$ cat src/rtl/core/smpp_pkg.sv
// ----------------------------------------------------------------------------
// smpp_pkg
// shared phase codes, field codes, status codes and limits for the parser
// ----------------------------------------------------------------------------
package smpp_pkg;

   localparam int unsigned MaxTlvCount = 10;
   localparam int unsigned LengthBits  = 16;

   // parse phases (body phases share the numbering of the field codes)
   localparam logic [4:0] PH_CMD_LEN  = 5'd0;
   localparam logic [4:0] PH_CMD_ID   = 5'd1;
   localparam logic [4:0] PH_SEQ      = 5'd3;
   localparam logic [4:0] PH_SVC_TYPE = 5'd4;
   localparam logic [4:0] PH_SRC_ADDR = 5'd7;
   localparam logic [4:0] PH_DST_ADDR = 5'd10;
   localparam logic [4:0] PH_SCHED    = 5'd14;
   localparam logic [4:0] PH_VALIDITY = 5'd15;
   localparam logic [4:0] PH_SM_LEN   = 5'd20;
   localparam logic [4:0] PH_SM_BYTE  = 5'd21;
   localparam logic [4:0] PH_TAG      = 5'd22;
   localparam logic [4:0] PH_TLEN     = 5'd23;
   localparam logic [4:0] PH_TVAL     = 5'd24;
   localparam logic [4:0] PH_SKIP     = 5'd25;
   localparam logic [4:0] PH_IDLE     = 5'd31;

   localparam logic [4:0] CODE_END    = 5'd27;

   localparam logic [31:0] CMD_SUBMIT_SM = 32'd4;

   localparam logic [1:0] ST_OK          = 2'd0;
   localparam logic [1:0] ST_UNSUPPORTED = 2'd1;
   localparam logic [1:0] ST_TRUNCATED   = 2'd2;
   localparam logic [1:0] ST_OVERRUN     = 2'd3;

   // one decoded result beat
   typedef struct packed {
      logic [4:0]  field_code;
      logic [31:0] field_value;
      logic [3:0]  tlv_number;
      logic        pdu_done;
      logic [1:0]  pdu_status;
   } result_type;

   // maximum c-string length for a phase, zero if not a string
   function automatic logic [4:0] string_max(input logic [4:0] ph);
      logic [4:0] mx;
      mx = 5'd0;
      case (ph)
         PH_SVC_TYPE:              mx = 5'd6;
         PH_SRC_ADDR, PH_DST_ADDR: mx = 5'd21;
         PH_SCHED, PH_VALIDITY:    mx = 5'd17;
         default:                  mx = 5'd0;
      endcase
      return mx;
   endfunction

endpackage

$ cat src/rtl/core/smpp_decode.sv
// ----------------------------------------------------------------------------
// smpp_decode
// parse state registers and next-state logic, one byte per cycle while step is high
// ----------------------------------------------------------------------------
module smpp_decode #(
   parameter int unsigned MAX_TLV_COUNT = smpp_pkg::MaxTlvCount,
   parameter int unsigned LENGTH_BITS   = smpp_pkg::LengthBits
) (
   input  logic                   clock,
   input  logic                   reset,
   input  logic                   step,
   input  logic [7:0]             data_byte,
   input  logic                   first_byte,
   input  logic [LENGTH_BITS-1:0] pdu_length,
   output logic                   res_valid,
   output smpp_pkg::result_type   res
);

   localparam int unsigned CntBits = $clog2(MAX_TLV_COUNT + 1);

   logic [4:0]             phase_ff, phase_in;
   logic [4:0]             bif_ff, bif_in;
   logic [LENGTH_BITS-1:0] consumed_ff, consumed_in;
   logic [LENGTH_BITS-1:0] limit_ff, limit_in;
   logic [31:0]            acc_ff, acc_in;
   logic [CntBits-1:0]     tlvs_ff, tlvs_in;
   logic [15:0]            remain_ff, remain_in;
   logic [1:0]             status_ff, status_in;

   always_ff @(posedge clock) begin
      if (reset) begin
         phase_ff    <= smpp_pkg::PH_IDLE;
         bif_ff      <= '0;
         consumed_ff <= '0;
         limit_ff    <= '0;
         acc_ff      <= '0;
         tlvs_ff     <= '0;
         remain_ff   <= '0;
         status_ff   <= '0;
      end else if (step) begin
         phase_ff    <= phase_in;
         bif_ff      <= bif_in;
         consumed_ff <= consumed_in;
         limit_ff    <= limit_in;
         acc_ff      <= acc_in;
         tlvs_ff     <= tlvs_in;
         remain_ff   <= remain_in;
         status_ff   <= status_in;
      end
   end

   logic [4:0]             ph, cur_bif, mx;
   logic [LENGTH_BITS-1:0] cur_cons, left;
   logic [31:0]            cur_acc, word, tvw;
   logic [CntBits-1:0]     cur_tlvs;
   logic [1:0]             cur_st, st;
   logic                   active, have, tlv_go;
   logic [4:0]             code;
   logic [31:0]            val;
   logic [3:0]             tnum;
   logic [15:0]            rem_dec;
   logic [CntBits-1:0]     tlvs_inc;

   always_comb begin
      // start-of-pdu view of the state
      if (first_byte) begin
         ph = 5'd0; cur_bif = '0; cur_acc = '0; cur_tlvs = '0; cur_st = '0;
         cur_cons = '0; limit_in = pdu_length;
         remain_in = '0;
      end else begin
         ph = phase_ff; cur_bif = bif_ff; cur_acc = acc_ff; cur_tlvs = tlvs_ff;
         cur_st = status_ff; cur_cons = consumed_ff; limit_in = limit_ff;
         remain_in = remain_ff;
      end
      active      = first_byte || (phase_ff != smpp_pkg::PH_IDLE);
      consumed_in = cur_cons + 1'b1;
      left        = (limit_in > consumed_in) ? (limit_in - consumed_in) : '0;
      tlv_go      = (left >= LENGTH_BITS'(5)) && (cur_tlvs < CntBits'(MAX_TLV_COUNT));
      tlvs_inc    = cur_tlvs + 1'b1;
      rem_dec     = remain_in - 16'd1;
      mx          = smpp_pkg::string_max(ph);
      word        = {cur_acc[23:0], data_byte};
      tvw         = {16'd0, cur_acc[7:0], data_byte};

      phase_in = ph; bif_in = cur_bif; acc_in = cur_acc; tlvs_in = cur_tlvs;
      status_in = cur_st;
      have = 1'b0; code = '0; val = '0; tnum = '0; st = '0;

      if (ph <= smpp_pkg::PH_SEQ) begin
         acc_in = word;
         bif_in = cur_bif + 5'd1;
         if (cur_bif == 5'd3) begin
            have = 1'b1; code = ph; val = word;
            bif_in = '0; acc_in = '0;
            if (ph == smpp_pkg::PH_CMD_ID && word != smpp_pkg::CMD_SUBMIT_SM)
               status_in = smpp_pkg::ST_UNSUPPORTED;
            if (ph < smpp_pkg::PH_SEQ)
               phase_in = ph + 5'd1;
            else
               phase_in = (cur_st == smpp_pkg::ST_UNSUPPORTED) ?
                          smpp_pkg::PH_SKIP : smpp_pkg::PH_SVC_TYPE;
         end
      end else if (ph <= smpp_pkg::PH_SM_LEN) begin
         have = 1'b1; code = ph; val = {24'd0, data_byte};
         if (mx != 5'd0) begin
            bif_in = cur_bif + 5'd1;
            if (data_byte == 8'd0 || bif_in >= mx) begin
               bif_in = '0; phase_in = ph + 5'd1;
            end
         end else if (ph == smpp_pkg::PH_SM_LEN) begin
            if (data_byte == 8'd0) begin
               bif_in = '0; acc_in = '0;
               phase_in = tlv_go ? smpp_pkg::PH_TAG : smpp_pkg::PH_SKIP;
            end else begin
               remain_in = {8'd0, data_byte};
               phase_in  = smpp_pkg::PH_SM_BYTE;
            end
         end else begin
            phase_in = ph + 5'd1;
         end
      end else if (ph == smpp_pkg::PH_SM_BYTE || ph == smpp_pkg::PH_TVAL) begin
         have = 1'b1; code = ph; val = {24'd0, data_byte};
         tnum = (ph == smpp_pkg::PH_TVAL) ? 4'(cur_tlvs) : 4'd0;
         remain_in = rem_dec;
         if (rem_dec == 16'd0) begin
            if (ph == smpp_pkg::PH_TVAL) tlvs_in = tlvs_inc;
            bif_in = '0; acc_in = '0;
            phase_in = ((left >= LENGTH_BITS'(5)) &&
                        (tlvs_in < CntBits'(MAX_TLV_COUNT))) ?
                       smpp_pkg::PH_TAG : smpp_pkg::PH_SKIP;
         end
      end else if (ph == smpp_pkg::PH_TAG || ph == smpp_pkg::PH_TLEN) begin
         acc_in = tvw;
         bif_in = cur_bif + 5'd1;
         if (cur_bif == 5'd1) begin
            have = 1'b1; code = ph; val = tvw; tnum = 4'(cur_tlvs);
            bif_in = '0; acc_in = '0;
            if (ph == smpp_pkg::PH_TAG) begin
               phase_in = smpp_pkg::PH_TLEN;
            end else if ({{(32-LENGTH_BITS){1'b0}}, left} < tvw) begin
               status_in = smpp_pkg::ST_OVERRUN;
               phase_in  = smpp_pkg::PH_SKIP;
            end else if (tvw == 32'd0) begin
               tlvs_in  = tlvs_inc;
               phase_in = ((left >= LENGTH_BITS'(5)) &&
                           (tlvs_inc < CntBits'(MAX_TLV_COUNT))) ?
                          smpp_pkg::PH_TAG : smpp_pkg::PH_SKIP;
            end else begin
               remain_in = tvw[15:0];
               phase_in  = smpp_pkg::PH_TVAL;
            end
         end
      end

      res.pdu_done   = 1'b0;
      res.pdu_status = '0;
      if (consumed_in >= limit_in) begin
         st = status_in;
         if (st == smpp_pkg::ST_OK && phase_in != smpp_pkg::PH_SKIP)
            st = smpp_pkg::ST_TRUNCATED;
         if (!have) begin
            have = 1'b1; code = smpp_pkg::CODE_END; val = '0; tnum = '0;
         end
         res.pdu_done   = 1'b1;
         res.pdu_status = st;
         phase_in       = smpp_pkg::PH_IDLE;
      end
      res.field_code  = code;
      res.field_value = val;
      res.tlv_number  = tnum;
      res_valid       = active && have;
      if (!active) begin
         phase_in = phase_ff; consumed_in = consumed_ff; limit_in = limit_ff;
      end
   end

endmodule

$ cat src/rtl/core/smpp_out_skid.sv
// ----------------------------------------------------------------------------
// smpp_out_skid
// result register with one skid entry, so input never waits on an empty slot
// ----------------------------------------------------------------------------
module smpp_out_skid (
   input  logic                 clock,
   input  logic                 reset,
   input  logic                 in_valid,
   input  smpp_pkg::result_type in_res,
   output logic                 in_stall,
   output logic                 out_valid,
   output smpp_pkg::result_type out_res,
   input  logic                 out_stall
);

   logic                 main_v_ff, skid_v_ff;
   smpp_pkg::result_type main_ff, skid_ff;

   assign in_stall  = skid_v_ff;
   assign out_valid = main_v_ff;
   assign out_res   = main_ff;

   always_ff @(posedge clock) begin
      if (reset) begin
         main_v_ff <= 1'b0;
         skid_v_ff <= 1'b0;
      end else begin
         if (!main_v_ff || !out_stall) begin
            // main slot frees: refill from skid first
            if (skid_v_ff) begin
               main_ff   <= skid_ff;
               main_v_ff <= 1'b1;
               skid_v_ff <= 1'b0;
            end else begin
               main_ff   <= in_res;
               main_v_ff <= in_valid;
            end
         end else if (in_valid && !skid_v_ff) begin
            skid_ff   <= in_res;
            skid_v_ff <= 1'b1;
         end
      end
   end

endmodule

$ cat src/rtl/core/smpp_submit_sm_field_parser_core.sv
// ----------------------------------------------------------------------------
// smpp_submit_sm_field_parser_core
// byte-serial smpp submit_sm decoder: header words, body fields, tlvs
// ----------------------------------------------------------------------------
//  channel  | direction | beat
//  req_     | in        | data_byte, first_byte, pdu_length
//  rsp_     | out       | field_code, field_value, tlv_number, pdu_done, pdu_status
//
// one byte per cycle while req_stall is low; each result is registered in the output stage
// the parse state update is a single pass of compare and select logic
// synchronous active-high reset puts the parser idle, no result pending
// a two-entry output stage (register plus skid) absorbs rsp_stall;
// req_stall rises only once both entries hold results
// ----------------------------------------------------------------------------
module smpp_submit_sm_field_parser_core #(
   parameter int unsigned MAX_TLV_COUNT = smpp_pkg::MaxTlvCount,
   parameter int unsigned LENGTH_BITS   = smpp_pkg::LengthBits
) (
   input  logic                   clock,
   input  logic                   reset,
   input  logic                   req_valid,
   output logic                   req_stall,
   input  logic [7:0]             req_data_byte,
   input  logic                   req_first_byte,
   input  logic [LENGTH_BITS-1:0] req_pdu_length,
   output logic                   rsp_valid,
   input  logic                   rsp_stall,
   output logic [4:0]             rsp_field_code,
   output logic [31:0]            rsp_field_value,
   output logic [3:0]             rsp_tlv_number,
   output logic                   rsp_pdu_done,
   output logic [1:0]             rsp_pdu_status
);

   logic                 step;
   logic                 dec_valid;
   smpp_pkg::result_type dec_res, out_res;

   // accepted byte advances the parse state
   assign step = req_valid && !req_stall;

   smpp_decode #(
      .MAX_TLV_COUNT(MAX_TLV_COUNT),
      .LENGTH_BITS  (LENGTH_BITS)
   ) u_decode (
      .clock     (clock),
      .reset     (reset),
      .step      (step),
      .data_byte (req_data_byte),
      .first_byte(req_first_byte),
      .pdu_length(req_pdu_length),
      .res_valid (dec_valid),
      .res       (dec_res)
   );

   // result register plus skid
   smpp_out_skid u_out (
      .clock    (clock),
      .reset    (reset),
      .in_valid (step && dec_valid),
      .in_res   (dec_res),
      .in_stall (req_stall),
      .out_valid(rsp_valid),
      .out_res  (out_res),
      .out_stall(rsp_stall)
   );

   assign rsp_field_code  = out_res.field_code;
   assign rsp_field_value = out_res.field_value;
   assign rsp_tlv_number  = out_res.tlv_number;
   assign rsp_pdu_done    = out_res.pdu_done;
   assign rsp_pdu_status  = out_res.pdu_status;

   // status is only reported on the closing beat
   a_status_only_done: assert property (@(posedge clock) disable iff (reset)
      rsp_valid && !rsp_pdu_done |-> rsp_pdu_status == smpp_pkg::ST_OK)
      else $error("status on non-final beat");

   // end code always marks a pdu end
   a_end_is_done: assert property (@(posedge clock) disable iff (reset)
      rsp_valid && rsp_field_code == smpp_pkg::CODE_END |-> rsp_pdu_done)
      else $error("end code without pdu_done");

   // tlv index only on tlv codes
   a_tlv_num: assert property (@(posedge clock) disable iff (reset)
      rsp_valid && rsp_field_code < smpp_pkg::PH_TAG |-> rsp_tlv_number == 4'd0)
      else $error("tlv number on non-tlv field");

endmodule

$ cat config.mk
export PLATFORM = sky130hd
export DESIGN_NAME = smpp_submit_sm_field_parser_core
export DESIGN_NICKNAME = d
export VERILOG_FILES = /design/src/rtl/core/smpp_pkg.sv /design/src/rtl/core/smpp_decode.sv /design/src/rtl/core/smpp_out_skid.sv /design/src/rtl/core/smpp_submit_sm_field_parser_core.sv
export SDC_FILE = /design/constraint.sdc
export NUM_CORES = 1
export LEC_CHECK = 0
export BUFFER_PORTS_ARGS = -buffer_cell sky130_fd_sc_hd__buf_2
export CAP_MARGIN = 20
export CORE_MARGIN = 2
export CORE_UTILIZATION = 55
export CTS_CLUSTER_DIAMETER = 60
export CTS_CLUSTER_SIZE = 14
export DETAILED_ROUTE_END_ITERATION = 10
export HOLD_SLACK_MARGIN = 0.05
export PLACE_DENSITY = 0.77
export SKIP_LAST_GASP = 1
export SYNTH_ARGS = -nofsm -noshare
export SYNTH_HDL_FRONTEND = slang
export SYNTH_SLANG_ARGS = --single-unit
$ cat constraint.sdc
create_clock -name clock -period 8.6 [get_ports clock]
set_clock_uncertainty 0.05 [all_clocks]
set_input_delay 0.43 -clock clock [delete_from_list [all_inputs] [get_ports clock]]
set_output_delay 0.43 -clock clock [all_outputs]
set_load 0.02 [all_outputs]
==> impl_metrics.tcl <==
set metrics [dict create \
    place_inst 1594 \
    endpoint_kind "flop" \
    path_max_fanout 18 \
    dieArea_sq_mm 0.02156 \
    synth_cells 1314 \
    grt_usage_pct 29.40 \
    layout_common_cells "179 x nor2_1, 155 x nand2_1, 90 x a21oi_1, 89 x dfxtp_1, 88 x edfxtp_1" \
    cts_buffers 17 \
    fin_setup_tns_ps 0 \
    drive_above_1_share_pct 14.22 \
    wl_per_cell_um 19.33 \
    htree_levels 4 \
    yosysWarnings 0 \
    syn_avg_cell_area_sq_um 8.538 \
    cts_resized 0 \
    cts_sinks 178 \
    ios 75 \
    vdd_drop_max_uv 163.8 \
    grt_pass1_wl_um 50770 \
    nNetsFinal 1420 \
    hold_viol_final 0 \
    clock_latency_ps 440 \
    final_common_cell "nor2_1" \
    maxSlewViolCount 0 \
    initial_core_util_pct 55.81 \
    rsz0062_at_grt "no" \
    max_slew.worst_pin.slew_ps 1138 \
    die_h_um 146.8 \
    ant_nets 0 \
    post-route-drc-count 0 \
    antenna_found_initial 1 \
    synth_area_sq_mm 0.01122 \
    wirelength_um 31470 \
    period_share_pct 87.38 \
    ys_seq_area_share_pct 39.61 \
    grt_max_degree 92 \
    synth_cell_types 83 \
    outcome "complete, no violations" \
    setup_viol 0 \
    clockBufferDepth 2 \
    critical_path_class "flop to flop" \
    gp_congestion 1.040 \
    critPathTopFamily "simple AND/OR/NAND/NOR gates" \
    rows 52 \
    critical_path_required_ps 8700 \
    syn_nets 1390 \
    drv_cap 0 \
    cts_tree "yes" \
    via_per_inst 6.379 \
    grt_pass1_vias 9661 \
    yosys_most_used_dff "dfxtp_1" \
    async_flop_share_pct 0 \
    portBuffers 74 \
    max_stage_delay_ps 710 \
    synth_edf_count 88 \
    fin_area_sq_mm 0.01237 \
    layout.cells.non_filler 1628 \
    pwr_density_cell_mw_per_mm2 186.5 \
    critPathBufInv 2 \
    drt-initial-drc-count 1232 \
    hold_class "primary input to flop" \
    start_kind "flop" \
    core_area_sq_mm 0.02010 \
    worstPathArrival_ps 7620 \
    crit_slowest_cell "nor2_1" \
    post_cts_buffers 0 \
    dp_hpwl_um 21610 \
    vias 10390 \
    place_area_sq_mm 0.01177 \
    fmax_mhz 133.1 \
    whs_ps 288.2 \
    leakagePower_nw 4.701 \
    holdBufCountCts 0 \
    clk_pin_slew_worst_paths_ps 70 \
    clockRootBuffer "clkbuf_16" \
    maxSlewHeadroom_pct 24.13 \
    area_growth_pct 10.28 \
    die_x_um 146.8 \
    finalCriticalPeriod_ps 7514 \
    grt_overflow 0 \
    synth-seq-cells 178 \
    drt_first_pass_iters 7 \
]
per-stage QoR:
| step | total power (W) | setup slack, ps | utilization (%) |
|---|---|---|---|
| finish | 0.002308 | 1086 | 61.54 |
| floorplan | 0.001378 | 955.4 | - |
| global placement | 0.001509 | 1279 | 58.55 |
| CTS | 0.002297 | 1279 | 61.49 |
| detailed placement | 0.001518 | 1123 | 58.55 |
| global route | 0.002403 | 366.6 | 61.54 |
worst reg2reg max path: cells and delay by family (launching register included):
family                   cells  cell delay (ps)
buffers and inverters        2              600
flip-flops                   1              340
AO/OA/AOI/OAI               11             2170
AND/OR/NAND/NOR             12             3120
adder cells (fa/ha/maj)      3              900
XOR/XNOR                     1               70
layout make-up:
class	instances	area (sq um)
antenna	1	2.502
clock buffer	17	425.4
clock inverter	15	166.4
fill	1700	7731
inverter	33	123.9
multi-input combinational	1022	6366
sequential	178	4446
tap	270	337.8
timing repair buffer	92	505.5
report_power, final:
| group | total, W | leakage [nW] | internal (W) | switching (W) |
|---|---|---|---|---|
| Combinational | 0.000562 | 2.80 | 0.000202 | 0.000360 |
| Clock | 0.000788 | 0.283 | 0.000412 | 0.000376 |
| Sequential | 0.000957 | 1.61 | 0.000928 | 0.0000289 |
routing by layer:
| metal | track usage (%) | share of wire, % |
|---|---|---|
| met5 | 0 | 0 |
| met4 | 13.16 | 4.2 |
| met3 | 4.752 | 7.4 |
| met2 | 46.78 | 45 |
| met1 | 39.72 | 43 |
flip-flops by register name (all words and copies together) (netlist names):
| name | count |
|---|---|
| u_out.out_res | 44 |
| u_out.out_valid | 1 |
| u_out.skid_ff | 44 |
| u_out.in_stall | 1 |
| u_decode.tlvs_ff | 4 |
| u_decode.bif_ff | 5 |
| u_decode.status_ff | 2 |
| u_decode.acc_ff | 24 |
| u_decode.phase_ff | 5 |
| u_decode.limit_ff | 16 |
| u_decode.consumed_ff | 16 |
| u_decode.remain_ff | 16 |
worst paths after layout:
path	slack, ps	endpoint	depth (start not counted)	startpoint
max	1090	u_out.skid_ff[1]	29	u_decode.consumed_ff[0]
min	290	u_decode.acc_ff[3]	3	req_data_byte[3]
max reg2reg	1090	u_out.skid_ff[1]	29	u_decode.consumed_ff[0]
min reg2reg	400	u_decode.limit_ff[6]	2	u_decode.limit_ff[6]
synthesized netlist by cell type, types with 6 or more instances:
cell      instances  share of area (%)
nor4_1           15               0.84
a211oi_1         22                1.5
xnor2_1          17                1.3
o21ai_0          60                2.7
o221ai_1          8               0.62
a31oi_1          13               0.72
dfxtp_1          90                 16
buf_1             6               0.20
nor3_1           24                1.1
o211ai_1         11               0.74
buf_2            13               0.58
o31ai_1          25                1.7
a21oi_1          91                4.1
a21o_1           16                1.1
nor2b_1          23                1.3
o21a_1            6               0.40
nand3_1          34                1.5
a22oi_1          25                1.7
a32oi_1           7               0.55
nor2_1          180                6.0
and3_1           11               0.61
edfxtp_1         88                 24
o22ai_1          10               0.56
nand2_1         155                5.2
and2_1           25                1.4
clkbuf_1         62                2.1
o21ai_1          10               0.45
nand4_1          13               0.72
mux2i_1           7               0.62
inv_1            31                1.0
ha_1             46                5.1
or2_2             7               0.39
mux2_2           38                3.8
nand2b_1         12               0.67
a221oi_1         16                1.2
xor2_1           14                1.1
logic make-up (layout without fill, tap and decap cells):
group | Yosys count | after routing | share of synthesized area, %
simple gates | 529 | 529 | 22.01
xor+xnor | 31 | 31 | 2.420
compound gates | 370 | 370 | 22.25
fa+ha+maj | 47 | 47 | 5.308
mux | 45 | 45 | 4.439
other cells | 0 | 1 | 0
flops | 178 | 178 | 39.61
buf+inv | 114 | 157 | 3.959
Note: power is estimated with default switching activity, not from simulation.
